$ cat config.mk
export PLATFORM = sky130hd
export DESIGN_NAME = vollath_f4_focus_measure
export DESIGN_NICKNAME = d
export VERILOG_FILES = /design/src/sv/vf4_pkg.sv /design/src/sv/vf4_line_store.sv /design/src/sv/vollath_f4_focus_measure.sv
export VERILOG_INCLUDE_DIRS = /design/src /design/src/sv
export SDC_FILE = /design/constraint.sdc
export NUM_CORES = 1
export LEC_CHECK = 0
export BUFFER_PORTS_ARGS = -buffer_cell sky130_fd_sc_hd__buf_4
export CORE_ASPECT_RATIO = 0.6
export CORE_MARGIN = 2
export CORE_UTILIZATION = 50
export CTS_BUF_LIST = sky130_fd_sc_hd__clkbuf_8
export CTS_CLUSTER_DIAMETER = 200
export DETAILED_ROUTE_END_ITERATION = 16
export HOLD_SLACK_MARGIN = 0.06
export MAX_ROUTING_LAYER = met4
export PLACE_DENSITY = 0.76
export REMOVE_ABC_BUFFERS = 1
export SETUP_SLACK_MARGIN = 0.4
export SYNTH_ARGS = -nofsm -noshare
export SYNTH_HDL_FRONTEND = slang
export SYNTH_SLANG_ARGS = --single-unit
$ cat constraint.sdc
create_clock -name i_clk -period 6.2 [get_ports i_clk]
set_input_delay 0.93 -clock i_clk [delete_from_list [all_inputs] [get_ports i_clk]]
set_output_delay 0.93 -clock i_clk [all_outputs]
set_load 0.01 [all_outputs]
$ cat src/sv/assert_macros.svh
// Assertion macros for the RTL file that carries checks.
`ifndef ASSERT_MACROS_SVH
`define ASSERT_MACROS_SVH

// The property must hold at every rising clock edge outside reset.
`define ASSERT_ALWAYS(label, clk, rst_n, prop, msg) \
    label: assert property (@(posedge clk) disable iff (!rst_n) (prop)) else $error(msg);

// When the trigger holds, the consequence must hold in the next cycle.
`define ASSERT_NEXT(label, clk, rst_n, trig, cons, msg) \
    label: assert property (@(posedge clk) disable iff (!rst_n) (trig) |=> (cons)) \
        else $error(msg);

`endif

$ cat src/sv/vf4_pkg.sv
`timescale 1ns / 1ps

package vf4_pkg;

    // Payload widths.
    localparam int PIXEL_W = 8;
    localparam int PROD_W  = 2 * PIXEL_W;
    localparam int DIFF_W  = PROD_W + 1;
    localparam int SCORE_W = 48;

    // Configuration port.
    localparam int CFG_INDEX_W = 2;
    localparam int CFG_DATA_W  = 16;
    localparam int CFG_WIDTH_W  = 6;
    localparam int CFG_HEIGHT_W = 10;

    localparam logic [CFG_INDEX_W-1:0] CFG_IDX_WIDTH  = 2'd0;
    localparam logic [CFG_INDEX_W-1:0] CFG_IDX_HEIGHT = 2'd1;

    localparam logic [CFG_WIDTH_W-1:0]  CFG_WIDTH_RESET  = 6'd16;
    localparam logic [CFG_HEIGHT_W-1:0] CFG_HEIGHT_RESET = 10'd480;

    typedef logic [PIXEL_W-1:0]        t_pixel;
    typedef logic [PROD_W-1:0]         t_prod;
    typedef logic signed [DIFF_W-1:0]  t_diff;
    typedef logic signed [SCORE_W-1:0] t_score;

endpackage

$ cat src/sv/vf4_line_store.sv
`timescale 1ns / 1ps

module vf4_line_store #(
    parameter int MAX_WIDTH = 32,
    parameter int AW = (MAX_WIDTH > 1) ? $clog2(MAX_WIDTH) : 1
) (
    input  logic            i_clk,
    input  logic            i_rd_en,
    input  logic [AW-1:0]   i_rd_addr,
    input  logic            i_wr_en,
    input  logic [AW-1:0]   i_wr_addr,
    input  vf4_pkg::t_pixel i_wr_pixel,
    output vf4_pkg::t_pixel o_above1,
    output vf4_pkg::t_pixel o_above2
);
    import vf4_pkg::*;

    t_pixel r_mem1 [MAX_WIDTH];
    t_pixel r_mem2 [MAX_WIDTH];
    t_pixel r_rd1;
    t_pixel r_rd2;

    // The row above shifts down into the store two rows above as the new pixel lands.
    always_ff @(posedge i_clk) begin
        if (i_wr_en) begin
            r_mem1[i_wr_addr] <= i_wr_pixel;
            r_mem2[i_wr_addr] <= r_rd1;
        end
    end

    // Registered read; a write to the same column in the same cycle is forwarded.
    always_ff @(posedge i_clk) begin
        if (i_rd_en) begin
            if (i_wr_en && (i_wr_addr == i_rd_addr)) begin
                r_rd1 <= i_wr_pixel;
                r_rd2 <= r_rd1;
            end else begin
                r_rd1 <= r_mem1[i_rd_addr];
                r_rd2 <= r_mem2[i_rd_addr];
            end
        end
    end

    assign o_above1 = r_rd1;
    assign o_above2 = r_rd2;

endmodule

$ cat src/sv/vollath_f4_focus_measure.sv
// Vollath F4 focus measure over a raster-order pixel stream.
// Throughput: one pixel per clock while o_stall is low; the line stores take one read and one write per cycle.
// Path: the last pixel of a window passes stage A and stage B, and its score lands in the result register.
// Reset (synchronous, active low) clears counters, sums and valids and loads
// width 16 and height 480; the line stores keep their contents.
`timescale 1ns / 1ps
`include "assert_macros.svh"

module vollath_f4_focus_measure #(
    parameter int MAX_WIDTH  = 32,
    parameter int MAX_HEIGHT = 512
) (
    input  logic                               i_clk,
    input  logic                               i_rst_n,
    // Pixel input channel.
    input  logic                               i_valid,
    output logic                               o_stall,
    input  vf4_pkg::t_pixel                    i_pixel,
    // Score output channel.
    output logic                               o_valid,
    input  logic                               i_stall,
    output vf4_pkg::t_score                    o_focus_score,
    // Configuration write channel.
    input  logic                               i_cfg_valid,
    output logic                               o_cfg_ready,
    input  logic [vf4_pkg::CFG_INDEX_W-1:0]    i_cfg_index,
    input  logic [vf4_pkg::CFG_DATA_W-1:0]     i_cfg_data
);
    import vf4_pkg::*;

    localparam int AW  = (MAX_WIDTH > 1) ? $clog2(MAX_WIDTH) : 1;
    localparam int WCW = $clog2(MAX_WIDTH + 1);
    localparam int RCW = $clog2(MAX_HEIGHT + 1);

    // Configuration registers.
    logic [CFG_WIDTH_W-1:0]  r_cfg_width;
    logic [CFG_HEIGHT_W-1:0] r_cfg_height;
    logic                    cfg_write;
    logic                    cfg_restart;

    // Window position of the next pixel.
    logic [WCW-1:0] r_col;
    logic [RCW-1:0] r_row;
    logic [WCW-1:0] width_last;
    logic [RCW-1:0] height_last;
    logic           col_last;
    logic           row_last;

    // Pipeline control.
    logic adv;
    logic accept;

    // Stage A: accepted pixel waiting for its line store reads.
    logic           r_a_valid;
    t_pixel         r_a_pixel;
    logic [AW-1:0]  r_a_col;
    logic           r_a_lag1;
    logic           r_a_lag2;
    logic           r_a_last;
    t_pixel         above1;
    t_pixel         above2;
    t_prod          prod1;
    t_prod          prod2;

    // Stage B: product difference.
    logic           r_b_valid;
    logic           r_b_last;
    t_diff          r_b_diff;

    // Accumulator and result register.
    t_score         r_sum;
    t_score         n_sum;
    logic           r_out_valid;
    t_score         r_out_score;

    assign o_cfg_ready = 1'b1;
    assign cfg_write   = i_cfg_valid && o_cfg_ready;
    assign cfg_restart = cfg_write && (i_cfg_index inside {CFG_IDX_WIDTH, CFG_IDX_HEIGHT});

    // Configuration writes; a write to either register restarts the window,
    // and a write to any other index is ignored.
    always_ff @(posedge i_clk) begin
        if (!i_rst_n) begin
            r_cfg_width  <= CFG_WIDTH_RESET;
            r_cfg_height <= CFG_HEIGHT_RESET;
        end else if (cfg_write) begin
            case (i_cfg_index)
                CFG_IDX_WIDTH:  r_cfg_width  <= i_cfg_data[CFG_WIDTH_W-1:0];
                CFG_IDX_HEIGHT: r_cfg_height <= i_cfg_data[CFG_HEIGHT_W-1:0];
                default: ;
            endcase
        end
    end

    // Zero counts as one and anything above the bound saturates to it.
    always_comb begin
        if (r_cfg_width == '0) begin
            width_last = '0;
        end else if (int'(r_cfg_width) > MAX_WIDTH) begin
            width_last = WCW'(MAX_WIDTH - 1);
        end else begin
            width_last = WCW'(int'(r_cfg_width) - 1);
        end
        if (r_cfg_height == '0) begin
            height_last = '0;
        end else if (int'(r_cfg_height) > MAX_HEIGHT) begin
            height_last = RCW'(MAX_HEIGHT - 1);
        end else begin
            height_last = RCW'(int'(r_cfg_height) - 1);
        end
    end

    assign col_last = (r_col == width_last);
    assign row_last = (r_row == height_last);

    // The pipeline holds only when a finished score waits and another is about to land.
    assign adv     = !(r_out_valid && i_stall && r_b_valid && r_b_last);
    assign o_stall = !adv;
    assign accept  = i_valid && adv;

    // Column and row counters.
    always_ff @(posedge i_clk) begin
        if (!i_rst_n || cfg_restart) begin
            r_col <= '0;
            r_row <= '0;
        end else if (accept) begin
            if (col_last) begin
                r_col <= '0;
                r_row <= row_last ? '0 : r_row + 1'b1;
            end else begin
                r_col <= r_col + 1'b1;
            end
        end
    end

    // Stage A register.
    always_ff @(posedge i_clk) begin
        if (!i_rst_n) begin
            r_a_valid <= 1'b0;
        end else if (adv) begin
            r_a_valid <= accept;
        end
    end

    always_ff @(posedge i_clk) begin
        if (accept) begin
            r_a_pixel <= i_pixel;
            r_a_col   <= r_col[AW-1:0];
            r_a_lag1  <= (r_row != '0);
            r_a_lag2  <= (r_row > RCW'(1));
            r_a_last  <= col_last && row_last;
        end
    end

    // Line stores for the two previous rows.
    vf4_line_store #(
        .MAX_WIDTH (MAX_WIDTH),
        .AW        (AW)
    ) u_line_store (
        .i_clk      (i_clk),
        .i_rd_en    (accept),
        .i_rd_addr  (r_col[AW-1:0]),
        .i_wr_en    (adv && r_a_valid),
        .i_wr_addr  (r_a_col),
        .i_wr_pixel (r_a_pixel),
        .o_above1   (above1),
        .o_above2   (above2)
    );

    // Both lag products, masked by row; the operands are widened before the multiply.
    always_comb begin
        prod1 = r_a_lag1 ? t_prod'(r_a_pixel) * t_prod'(above1) : '0;
        prod2 = r_a_lag2 ? t_prod'(r_a_pixel) * t_prod'(above2) : '0;
    end

    // Stage B register.
    always_ff @(posedge i_clk) begin
        if (!i_rst_n) begin
            r_b_valid <= 1'b0;
        end else if (adv) begin
            r_b_valid <= r_a_valid;
        end
    end

    always_ff @(posedge i_clk) begin
        if (adv && r_a_valid) begin
            r_b_last <= r_a_last;
            r_b_diff <= t_diff'({1'b0, prod1}) - t_diff'({1'b0, prod2});
        end
    end

    // One accumulator holds the difference of the two lag sums.
    assign n_sum = r_sum + t_score'(r_b_diff);

    always_ff @(posedge i_clk) begin
        if (!i_rst_n || cfg_restart) begin
            r_sum <= '0;
        end else if (adv && r_b_valid) begin
            r_sum <= r_b_last ? '0 : n_sum;
        end
    end

    // Result register.
    always_ff @(posedge i_clk) begin
        if (!i_rst_n) begin
            r_out_valid <= 1'b0;
        end else if (adv && r_b_valid && r_b_last) begin
            r_out_valid <= 1'b1;
        end else if (!i_stall) begin
            r_out_valid <= 1'b0;
        end
    end

    always_ff @(posedge i_clk) begin
        if (adv && r_b_valid && r_b_last) begin
            r_out_score <= n_sum;
        end
    end

    assign o_valid       = r_out_valid;
    assign o_focus_score = r_out_score;

    // Checks.
    `ASSERT_ALWAYS(a_col_in_window, i_clk, i_rst_n, r_col <= width_last, "column past row end")
    `ASSERT_NEXT(a_score_held, i_clk, i_rst_n, r_out_valid && i_stall,
                 r_out_valid && $stable(r_out_score), "stalled score lost or changed")
    `ASSERT_ALWAYS(a_score_from_last, i_clk, i_rst_n,
                   $rose(r_out_valid) |-> $past(r_b_valid && r_b_last), "score without window end")

endmodule

==> impl_metrics.tcl <==
set metrics [dict create \
    async_reset_ff_frac 0 \
    initial_core_util 0.504 \
    yosys.area_share.xor_xnor 0.0274 \
    seqCellArea_um2 20000 \
    synth_area_leaders "edfxtp_1, mux4_2, ha_1" \
    avgSynthCellArea_um2 14.3 \
    fill_cells 5222 \
    slew_viol_final 0 \
    crit_family "adder cells" \
    ys_top_cells_by_count "edfxtp_1, nand2_1, mux4_2" \
    path_class "reg2reg" \
    multiInputGateArea_um2 13500 \
    path_max_fanout 5 \
    finalCriticalPeriod_ns 5.67 \
    critPathLaunchType "flop" \
    end_kind "flop" \
    grt_pass1_wl_mm 121 \
    dr.pass1.iters 6 \
    whs_endpoint "r_a_pixel[0]" \
    antenna_found_initial 0 \
    holdWs_ns 0.395 \
    die-area_um2 70600 \
    clkTransAtPathRegs_ns 0.07 \
    whs_path_depth 1 \
    design.core.area_um2 67900 \
    final_layout_size_suffix_gt1_frac 0.195 \
    max-vdd-ir-drop_mv 0.260 \
    max-clock-path-buffers 3 \
    syn-cell-area_um2 34200 \
    cp_slowest_cell "fa_1" \
    grt_max_degree 123 \
    grt_usage 0.232 \
    htree_num_levels 3 \
    ctsHoldBuffers 0 \
    fmax_ghz 0.176 \
    ant_nets 0 \
    maxCapViolations 0 \
    drt_iter0_markers 2424 \
    nets 2805 \
    maxSlewHeadroom 0.242 \
    rr_endpoint "r_b_diff[15]" \
    wl_per_cell_um 22.5 \
    io_pins 82 \
    tightest_slew_ns 1.14 \
    synth_top_family_by_area "multiplexers" \
    synth_compound_area_frac 0.0685 \
    min_from "i_pixel[0]" \
    ys_seq_elements 693 \
    cp_slowest_stage_delay_ns 0.53 \
    p_total_mw 12.5 \
    yosysWarnings 0 \
    portBuffers 74 \
    gp_congestion 0.958 \
    dp_cells 3344 \
    grt_pass1_vias 20718 \
    rrSetupSlack_ns 0.53 \
    cts_root_buf "clkbuf_8" \
    tritoncts "yes" \
    die_w_um 342 \
    row_count 74 \
    hold_viol 0 \
    grt-ovfl-total 0 \
    drc 0 \
    wl_mm 79.6 \
    arrival_ns 6.13 \
    viasPerCell 5.97 \
    diodes 0 \
    num_vias 21131 \
    yosysUniqueCellTypes 84 \
    powerDensity_nw_per_um2 326 \
    fin_skew_ns 0.0402 \
    cts_sinks 693 \
    synthMuxAreaShare 0.111 \
    setup_viol 0 \
    synth_seq_area_share 0.584 \
    status "complete, no violations" \
    crit_buf_inv 4 \
    r2r-start "r_a_pixel[1]" \
    synth_ff_type "edfxtp_1" \
    cp.required_ns 6.66 \
    yosys.area_share.adder 0.0956 \
    layoutNonFillerInstCount 3540 \
    cp-startpoint "r_a_pixel[1]" \
    rsz0062_at_grt "no" \
    synth_edf_count 610 \
    min_path_type "in2reg" \
    min_period_over_period 0.914 \
    yosysTopAreaCell "edfxtp_1" \
    synth_most_common_cell "edfxtp_1" \
    tns_ns 0 \
    areaGrowthSynthToFinish_pct 12.1 \
    die_h_um 207 \
    cts_buffers 100 \
    hpwl_mm 52.2 \
    reg2reg_depth 25 \
    synth-simple-area-share 0.0841 \
    synth_cells 2395 \
    netlist.area_leader.share 0.535 \
    p_leak_nw 13.8 \
    clock_latency_ns 0.74 \
]
==> per-layer routing <==
metal / global-route usage / wire length, um / vias to the layer above
met2: 0.321 / 34100 / 1063
met3: 0.0557 / 8520 / 136
met4: 0.0573 / 1400 / 0
li1: - / - / 9342
met5: - / 0 / -
met1: 0.346 / 35500 / 10590
==> worst max path at each step <==
| stage | slack, ns | depth (start not counted) | end |
|---|---|---|---|
| finish | 0.53 | 25 | r_b_diff[15] |
| global placement | 0.27 | 25 | r_b_diff[15] |
| detailed placement | 0.23 | 25 | r_b_diff[15] |
| CTS | 0.42 | 23 | r_b_diff[15] |
| global route | 0.32 | 25 | r_b_diff[15] |
| floorplan | -1.97 | 4 | u_line_store.o_above1[0] |
==> registers in the layout, indices dropped and copies added, names as in the netlist, 5 cells and up <==
signal	count
r_cfg_width	6
r_cfg_height	10
r_b_diff	17
u_line_store.r_mem1	256
r_col	6
u_line_store.r_mem2	256
r_a_pixel	8
o_focus_score	48
r_row	10
u_line_store.o_above2	8
r_a_col	5
r_sum	48
u_line_store.o_above1	8
==> where the power goes <==
group	total (mW)	internal, mW	switching, mW
Combinational	3.64	1.52	2.12
Clock	3.43	1.67	1.76
Sequential	5.43	5.31	0.121
Total	12.5	8.50	4.00
==> repair_timing <==
action / in CTS / in global routing
pin swaps: 0 / 18
gates resized for setup: 3 / 42
cloned: 0 / 2
endpoints found under the hold margin: 0 / 0
buffers inserted: 10 / 11
endpoints found under the setup margin: 5 / 6
==> worst reg2reg max path: stages, from the launching register on <==
cell	delay [ns]
edfxtp_1	0.40
buf_6	0.17
buf_12	0.14
and2_1	0.17
fa_1	0.41
fa_1	0.45
ha_1	0.29
inv_1	0.05
fa_1	0.53
inv_1	0.04
ha_1	0.33
a21o_1	0.20
a21oi_2	0.18
o21bai_1	0.10
a21oi_2	0.20
xnor2_1	0.15
and2_1	0.22
ha_1	0.31
a21o_1	0.21
nand3_1	0.09
nand2_1	0.07
a41oi_2	0.24
a21oi_2	0.10
o21a_1	0.19
nor2_2	0.12
xnor2_1	0.07
==> layout by cell type (no fill, tap or decap), drive strengths merged, types with 30 or more instances in the layout <==
cell type / netlist / layout
inv: 148 / 181
a21o: 32 / 32
dfxtp: 83 / 83
clkinv: 0 / 30
nand2: 164 / 164
clkbuf: 81 / 104
nand3: 33 / 33
mux4: 160 / 160
xor2: 31 / 31
fa: 74 / 74
o21ai: 71 / 71
and2: 127 / 127
edfxtp: 610 / 610
nor2: 141 / 141
a21oi: 96 / 96
xnor2: 76 / 76
ha: 143 / 143
buf: 24 / 165
==> stage by stage <==
step                setup WS (ns)   util  cell area, um2
finish                      0.533  0.565           38400
global route                0.324  0.565           38400
CTS                         0.420  0.560           38000
detailed placement          0.229  0.531           36100
global placement            0.271  0.531           36100
floorplan                   -1.97      -           33800
==> layout make-up <==
type,count,area share
Clock buffer,102,0.0366
Clock inverter,71,0.0111
Inverter,148,0.0145
Multi-Input combinational cell,1447,0.351
Sequential cell,693,0.521
Tap cell,912,0.0298
Timing Repair Buffer,167,0.0358
==> kinds of logic after synthesis <==
family / count (synthesis)
and+or+nand+nor: 582
muxes: 180
AOI/OAI and AO/OA: 360
buffers and inverters: 255
DFF: 693
xor gates and xnor gates: 107
adders and majority gates: 217
other: 1
Note: power is estimated with default switching activity, not from simulation.
